### config.mk
export PLATFORM = sky130hd
export DESIGN_NAME = bcrp_div
export DESIGN_NICKNAME = d
export VERILOG_FILES = /design/src/sv/bcrp_pkg.sv /design/src/sv/bcrp_div.sv
export SDC_FILE = /design/constraint.sdc
export NUM_CORES = 1
export LEC_CHECK = 0
export ABC_AREA = 1
export BUFFER_PORTS_ARGS = -buffer_cell sky130_fd_sc_hd__buf_2
export CAP_MARGIN = 20
export CORE_MARGIN = 1.5
export CORE_UTILIZATION = 45
export CTS_BUF_LIST = sky130_fd_sc_hd__clkbuf_2
export CTS_CLUSTER_DIAMETER = 40
export CTS_CLUSTER_SIZE = 30
export DETAILED_ROUTE_END_ITERATION = 6
export PLACE_DENSITY = 0.66
export RECOVER_POWER = 50
export SETUP_SLACK_MARGIN = 0.3
export SYNTH_ARGS = -nofsm -noshare
export SYNTH_HDL_FRONTEND = slang
export SYNTH_SLANG_ARGS = --single-unit
### constraint.sdc
create_clock -name clk -period 7.2 [get_ports clk]
set_clock_uncertainty 0.15 [all_clocks]
set_input_delay 0.72 -clock clk [delete_from_list [all_inputs] [get_ports clk]]
set_output_delay 0.72 -clock clk [all_outputs]
set_load 0.01 [all_outputs]
### src/sv/bcrp_pkg.sv
// Shared constants and types for the bigram count and roulette pick unit.
package bcrp_pkg;

  localparam int VOCAB_SIZE  = 256;
  localparam int WORD_W      = $clog2(VOCAB_SIZE);
  localparam int WC_W        = WORD_W + 1;
  localparam int COUNT_W     = 16;
  localparam int SUM_W       = 24;
  localparam int RAND_W      = 31;
  localparam int PAIR_AW     = 2 * WORD_W;

  localparam logic [WORD_W-1:0] START_SYM = WORD_W'(0);
  localparam logic [WORD_W-1:0] END_SYM   = WORD_W'(1);

  localparam logic [1:0] POS_FIRST = 2'd0;
  localparam logic [1:0] POS_LAST  = 2'd2;

  localparam logic [1:0] ST_OK       = 2'd0;
  localparam logic [1:0] ST_OVERFLOW = 2'd1;
  localparam logic [1:0] ST_EMPTY    = 2'd2;

  localparam logic MODE_LEARN = 1'b0;

  typedef logic [SUM_W-1:0] sum_t;

endpackage

### src/sv/bcrp_div.sv
// Bit-serial restoring divider that returns the remainder, one quotient bit per cycle.
module bcrp_div
  import bcrp_pkg::*;
(
  input  logic              clk,
  input  logic              rst,
  input  logic              go,
  input  logic [RAND_W-1:0] dividend,
  input  sum_t              divisor,
  output logic              done,
  output sum_t              remainder
);

  localparam int CNT_W = $clog2(RAND_W + 1);

  logic [RAND_W-1:0] shreg;
  sum_t              dvs;
  logic [CNT_W-1:0]  cnt;
  logic              busy;
  logic [SUM_W:0]    trial;

  assign trial = {remainder, shreg[RAND_W-1]};

  always_ff @(posedge clk) begin
    if (rst) begin
      busy <= 1'b0;
      done <= 1'b0;
      cnt  <= '0;
    end else begin
      done <= 1'b0;
      if (go) begin
        busy      <= 1'b1;
        cnt       <= CNT_W'(RAND_W);
        shreg     <= dividend;
        dvs       <= divisor;
        remainder <= '0;
      end else if (busy) begin
        shreg <= shreg << 1;
        if (trial >= {1'b0, dvs}) begin
          remainder <= SUM_W'(trial - {1'b0, dvs});
        end else begin
          remainder <= trial[SUM_W-1:0];
        end
        cnt <= cnt - CNT_W'(1);
        if (cnt == CNT_W'(1)) begin
          busy <= 1'b0;
          done <= 1'b1;
        end
      end
    end
  end

endmodule

After elaboration in Yosys (flattened, before gate mapping)
Cells that the tools add are included.

Bits in registers: 86. Output and inout port bits: 25.

Bitwise gates (word level): 2. $lt $le $gt $ge: 1. $add $sub $neg: 2. Reductions and logical operators: 4. Equal/unequal tests: 1. Mux-type cells: 10.

Operator list (number): two-way mux 31 bit (2); two-way mux 24 bit (2); greater-or-equal comparator 25 x 24 -> 1 bit (1); subtractor 24 bit (1); two-way mux 5 bit (2); equality test 5 x 1 -> 1 bit (second input constant) (1); subtractor 5 x 1 -> 5 bit (second input constant) (1); two-way mux 1 bit (4); AND reduction 2 bit (2); OR reduction 3 bit (1); inverter 1 bit (2); nonzero test 2 bit (1).

Logic depth before layout (Yosys ltp)
Gate-level depths: netlist of run 1.

Depth after elaboration: 4. Depth in mapped cells: 15.

Least setup slack after synthesis of run 1
OpenSTA, ideal clock, no wires.

Kind: in2reg. Start point: input port go. End point: register busy. Path buffers: 2. Library setup time: 0.072 ns. Slack: 2.602 ns. Stages: 6. Required time: 6.978 ns. Arrival: 4.377 ns. Cells stage by stage: clkbuf_1 > inv_1 > buf_2 > a21oi_1 > o21ai_0 > inv_1.

Word-level cells in the longest chain between the ends: 1.

Ends and longest elaborated chain: start: declaration (RTL line bcrp_div.sv:7) `input logic go,`; two-way mux 1 bit (RTL line bcrp_div.sv:31) `if (go) begin`; end signal: assignment (RTL line bcrp_div.sv:26) `busy <= 1'b0;`; end signal: assignment (RTL line bcrp_div.sv:32) `busy <= 1'b1;`; end signal: assignment (RTL line bcrp_div.sv:46) `busy <= 1'b0;`; end: declaration (RTL line bcrp_div.sv:19) `logic busy;`.

No other way between the ends. A chain may end at the register's enable or synchronous reset.

Worst setup path after layout of run 1
Start point: input port go. End point: register remainder[5] (enable).

Word-level cells in the longest chain between the ends: 2.

Ends and longest elaborated chain: nonzero test 2 bit (no source line); AND reduction 2 bit (no source line); end signal: assignment (RTL line bcrp_div.sv:40) `remainder <= SUM_W'(trial - {1'b0, dvs});`; end signal: assignment (RTL line bcrp_div.sv:42) `remainder <= trial[SUM_W-1:0];`; end: declaration (RTL line bcrp_div.sv:11) `output sum_t remainder`.

No other way between the ends.

==> flow_summary.json, run 1 <==
{
  "r2r_slack_ns": 4.24,
  "grt_max_degree": 59,
  "portBuffers": 82,
  "syn_nets": 865,
  "cts_sinks": 86,
  "start_util_pct": 46.8,
  "synth_top_area_share_pct": 41.5,
  "ctsResizeCount": 0,
  "cts.path.max_buffers": 2,
  "design_area_sq_um": 6350,
  "fmax_mhz": 278,
  "violations": "max-capacitance violations, max-slew violations",
  "cp_slowest_cell": "a21oi_1",
  "synth_edf_count": 79,
  "nFillCells": 1287,
  "synth_top_cell_by_area": "edfxtp_1",
  "root_buffer": "clkbuf_2",
  "rows": 40,
  "slew_headroom_pct": -66.0,
  "yosysWarnings": 0,
  "fin_crit_sh_pct": 49.9,
  "maxCapViolations": 1,
  "grt_pass1_wl_um": 21600,
  "wl_per_cell_um": 12.7,
  "fin_crit_ns": 3.59,
  "pre_cts_slack_ns": 4.16,
  "cp.required_ns": 7.29,
  "ys_top_cells_by_area": "edfxtp_1, nand2_1, inv_1, ha_1, nor2_1",
  "syn_inst": 780,
  "placed_area_sq_um": 6290,
  "tns_ns": 0,
  "totalPowerFinal_mw": 1.25,
  "setup_viol": 0,
  "worstPathMaxFanout": 44,
  "final_nets": 944,
  "cp.arrival_ns": 3.68,
  "critPathCaptureType": "register",
  "avgSynthCellArea_sq_um": 7.32,
  "htreeDepth": 3,
  "drc": 0,
  "clk_latency_ns": 0.59,
  "antenna_found_initial": 0,
  "synth_seq_area_share_pct": 44.0,
  "cts_tree": "built",
  "grt_pass1_vias": 4559,
  "rsz0062_at_grt": "no",
  "fin_ws_ns": 3.61,
  "syn2layout_area_growth_pct": 11.2,
  "fp.dieW_um": 116,
  "dr.pass1.iters": 5,
  "drtIter0Drc": 393,
  "yosys-top-cells-count": "nand2_1, inv_1, edfxtp_1, nor2_1, nand4_1",
  "slew_viol_final": 59,
  "combPwrFrac_pct": 31.3,
  "multiInputGateArea_sq_um": 2510,
  "critPathLaunchType": "input port",
  "layout-drive-gt1-share_pct": 11.7,
  "wl_um": 13100,
  "grt-ovfl-total": 0,
  "syn_area_sq_um": 5710,
  "run_status": "finished with violations",
  "seq_area_sq_um": 2510,
  "ant_nets": 0,
  "post_drt_via_cell_ratio": 4.71,
  "worstMarginPinSlew_ns": 2.49,
  "synthFlopType": "edfxtp_1",
  "internal-power_uw": 811,
  "ys_types": 36,
  "die-area_sq_um": 13400,
  "leakagePower_nw": 3.38,
  "track_usage_pct": 21.1,
  "ir_worst_vdd_v": 0.000120,
  "path_cells": "clkbuf_1, clkinv_1, a21oi_1, buf_4",
  "diodes": 0,
  "post-synth-top-count-cell": "nand2_1",
  "seqPwrFrac_pct": 49.1,
  "synthArstFlopShare_pct": 0,
  "p_sw_share_pct": 35.4,
  "numCtsBuffers": 9,
  "ctsHoldBuffers": 0,
  "hold_viol": 0,
  "path_class": "in2reg",
  "design.core.area_sq_um": 12200,
  "powerDensity_nw_per_um2": 197,
  "p_switching_uw": 444,
  "place_congestion": 0.897,
  "fin_util_pct": 52.0,
  "die_h_um": 116,
  "path_clk_slew_ns": 0.24,
  "cpPeakStageDelay_ns": 1.04,
  "dr_total_vias": 4865,
  "postCtsSetupBuffers": 0,
  "dp_hpwl_um": 9840,
  "ys_ff_latch": 86,
  "worstHoldPathType": "in2reg",
  "p_clk_share_pct": 19.6,
  "pin_count": 83
}
cells in the final DEF (no fill, tap or decap), types with 5 or more instances in the layout:
cell type and count:
clkbuf_2 9, nand4_1 31, nand2_1 312, buf_2 57
nand3b_1 8, xnor2_1 8, inv_1 153, inv_2 8
ha_1 26, nand3_1 21, clkinv_1 5, dfxtp_1 7
edfxtp_1 79, a21oi_1 12, nand2_2 5, clkbuf_1 26
nor2_2 7, nor2_1 60
routing by layer:
metal / GRT usage, % / vias up / part of all wire [%]
met5: 0 / - / 0
met4: 7.07 / 0 / 1.9
met3: 5.54 / 20 / 7.4
met2: 33.0 / 139 / 45
met1: 28.7 / 2144 / 45
li1: - / 2562 / -
through the flow:
stage | hold slack, ns | std cells
final | 0.130 | 1032
after global routing | 0.0538 | 1032
after CTS | 0.0737 | 1032
after detailed placement | 0.327 | 1016
after global placement | 0.316 | 1016
after floorplan | 0.292 | 780
worst max-delay path: cells and delay by family:
family                 cells  cell delay [ns]
AO/OA/AOI/OAI              1             1.04
buffers and inverters      3             1.87
power groups by stage:
stage	Sequential (mW)	Clock, mW	Combinational, mW
global placement	0.626	0	0.393
finish	0.615	0.246	0.393
detailed placement	0.627	0	0.396
floorplan	0.631	0	0.285
global route	0.621	0.280	0.451
CTS	0.615	0.259	0.398
registers in the layout, indices dropped and copies added (netlist names):
| signal | count |
|---|---|
| shreg | 31 |
| dvs | 24 |
| remainder | 24 |
| cnt | 5 |
| busy | 1 |
| done | 1 |
area by class of cell:
| class | instances | share of cell area [%] |
|---|---|---|
| Clock buffer | 9 | 0.709 |
| Clock inverter | 7 | 1.02 |
| Inverter | 163 | 9.63 |
| Multi-Input combinational cell | 514 | 39.5 |
| Sequential cell | 86 | 39.6 |
| Tap cell | 168 | 3.31 |
| Timing Repair Buffer | 85 | 6.26 |
path summary, 6_finish.rpt:
kind | startpoint | to | cells after the start
max reg2reg | remainder[14] | remainder[13] | 12
min | divisor[23] | dvs[23] | 1
max | go | remainder[5] | 4
min reg2reg | cnt[3] | cnt[3] | 2
kinds of logic (layout without fill, tap and decap cells):
| family | Yosys count | count (layout) | synth area share (%) |
|---|---|---|---|
| xor gates and xnor gates | 9 | 9 | 1.38 |
| adders and majority gates | 27 | 27 | 6.04 |
| DFF | 86 | 86 | 44.0 |
| and+or+nand+nor | 458 | 458 | 34.4 |
| buffers and inverters | 180 | 264 | 12.1 |
| AOI/OAI and AO/OA | 20 | 20 | 2.08 |
(Power assumes the default switching activity.)
==> inputs of run 2 (changes only) <==
==> constraint.sdc (replaced) <==
create_clock -name clk -period 3.65 [get_ports clk]
set_clock_uncertainty 0.15 [all_clocks]
set_input_delay 0.365 -clock clk [delete_from_list [all_inputs] [get_ports clk]]
set_output_delay 0.365 -clock clk [all_outputs]
set_load 0.01 [all_outputs]
==> run 2 against run 1 <==
  * The run now ends clean
  * Highest routed layer unchanged
  * Critical path type unchanged
  * Sequential power grew 97%
  * Cell count increased by 5.8%
  * Worst setup slack worse by 2.9 ns
  * Count of clock-buffer cells in the layout is 1 higher
  * Critical endpoint is now dvs[9]
==> flow_summary.json, run 2 (same netlist as run 1, synthesis figures left out) <==
{
  "diodes": 0,
  "clk_latency_ns": 0.61,
  "wl_um": 14600,
  "cp.required_ns": 3.81,
  "path_class": "in2reg",
  "fin_crit_sh_pct": 80.0,
  "worstMarginPinSlew_ns": 1.45,
  "path_clk_slew_ns": 0.27,
  "hold_viol": 0,
  "ant_nets": 0,
  "start_util_pct": 46.8,
  "grt_max_degree": 46,
  "antenna_found_initial": 0,
  "critical_path_buf_inv_count": 4,
  "run_status": "finished clean",
  "dr.pass1.iters": 5,
  "final_common_cell": "nand2_1",
  "min-delay-start": "divisor[3]",
  "cp_slowest_cell": "clkbuf_1",
  "r2r_start": "remainder[14]",
  "root_buffer": "clkbuf_2",
  "syn2layout_area_growth_pct": 22.5,
  "fin_ws_ns": 0.730,
  "dp_hpwl_um": 10400,
  "ir_worst_vdd_v": 0.000232,
  "place_congestion": 0.961,
  "largest_registers": "shreg (31), dvs (24), remainder (24)",
  "cp.arrival_ns": 3.08,
  "cpPeakStageDelay_ns": 1.04,
  "layout-drive-gt1-share_pct": 12.4,
  "setup_viol": 0,
  "fmax_mhz": 342,
  "nFillCells": 1224,
  "largest_reg_flops": 31,
  "die-area_sq_um": 13400,
  "numCtsBuffers": 9,
  "cts_sinks": 86,
  "post_drt_via_cell_ratio": 4.72,
  "leakagePower_nw": 3.68,
  "worstHoldPathType": "in2reg",
  "drtIter0Drc": 310,
  "tns_ns": 0,
  "multiInputGateArea_sq_um": 2520,
  "critPathLaunchType": "input port",
  "portBuffers": 82,
  "pre_cts_slack_ns": 0.905,
  "path_cells": "clkbuf_1, clkinv_1, clkbuf_2, nor2_1, buf_4",
  "cp_top_family": "buffers and inverters",
  "rows": 40,
  "worstPathMaxFanout": 43,
  "r2r-end": "remainder[22]",
  "cts_tree": "built",
  "fin_util_pct": 57.3,
  "top_register": "shreg",
  "maxCapViolations": 0,
  "fin_crit_ns": 2.92,
  "critPathCaptureType": "register",
  "r2r_slack_ns": 0.86,
  "final_cell_mix": "nand2_1, inv_1, edfxtp_1",
  "fp.dieW_um": 116,
  "slew_viol_final": 0,
  "die_h_um": 116,
  "grt-ovfl-total": 0,
  "wl_per_cell_um": 13.3,
  "drc": 0,
  "design.core.area_sq_um": 12200,
  "htreeDepth": 3,
  "holdPathEnd": "dvs[3]",
  "slew_headroom_pct": 3.07,
  "powerDensity_nw_per_um2": 376,
  "final_nets": 1004,
  "cts.path.max_buffers": 2,
  "seq_area_sq_um": 2510,
  "grt_pass1_wl_um": 23600,
  "dr_total_vias": 5150,
  "rsz0062_at_grt": "no",
  "track_usage_pct": 23.3,
  "hold_depth": 2,
  "r2r_cells": 12,
  "grt_pass1_vias": 5022,
  "pin_count": 83
}
run 2: cell types whose count changed in the layout (fill, tap and decap cells not counted), moves of 2 or more:
cell,delta
clkinvlp_4,-2
clkinv_1,-2
clkbuf_2,+2
buf_4,+3
dlygate4sd3_1,+56
buf_2,+7
clkbuf_1,-8
run 2: stage by stage:
stage | cell area (sq um) | hold slack, ns | std cells | total power [mW]
after floorplan | 5720 | 0.284 | 780 | 1.80
after global placement | 6330 | 0.318 | 1020 | 2.02
after detailed placement | 6330 | 0.325 | 1020 | 2.03
after CTS | 7030 | 0.113 | 1092 | 2.65
after global routing | 7000 | 0.228 | 1092 | 2.81
final | 7000 | 0.288 | 1092 | 2.63
run 2: worst max path at each step:
| stage | startpoint | endpoint | cells past startpoint |
|---|---|---|---|
| after detailed placement | remainder[21] | remainder[3] | 10 |
| final | go | dvs[9] | 5 |
| after global routing | go | dvs[9] | 5 |
| after floorplan | go | remainder[0] | 4 |
| after CTS | remainder[14] | remainder[2] | 12 |
| after global placement | remainder[21] | remainder[14] | 10 |
run 2: power by group:
| group | total, mW | internal [mW] | switching (mW) |
|---|---|---|---|
| Combinational | 0.839 | 0.317 | 0.522 |
| Clock | 0.578 | 0.230 | 0.348 |
| Sequential | 1.21 | 1.18 | 0.0385 |
run 2: area by class of cell:
class | count | share of cell area (%)
multi-input cells | 514 | 36.0
well taps | 168 | 3.00
clock inverters | 6 | 1.23
flip-flops and latches | 86 | 35.9
repair buffers | 145 | 14.4
inverters | 163 | 8.74
clock buffers | 10 | 0.715
run 2: routing by layer:
layer / GRT usage, % / wire length [um] / up-vias
met5: 0 / 0 / -
met3: 6.01 / 764 / 35
met2: 41.1 / 7080 / 149
met1: 27.7 / 6340 / 2282
li1: - / - / 2684
met4: 7.89 / 367 / 0
run 2: what timing repair did:
item                       CTS  global route
hold endpoints to repair    61             0
setup endpoints to repair    0             0
hold buffers                56             0
setup buffers                0             0
gates resized for setup      0             0
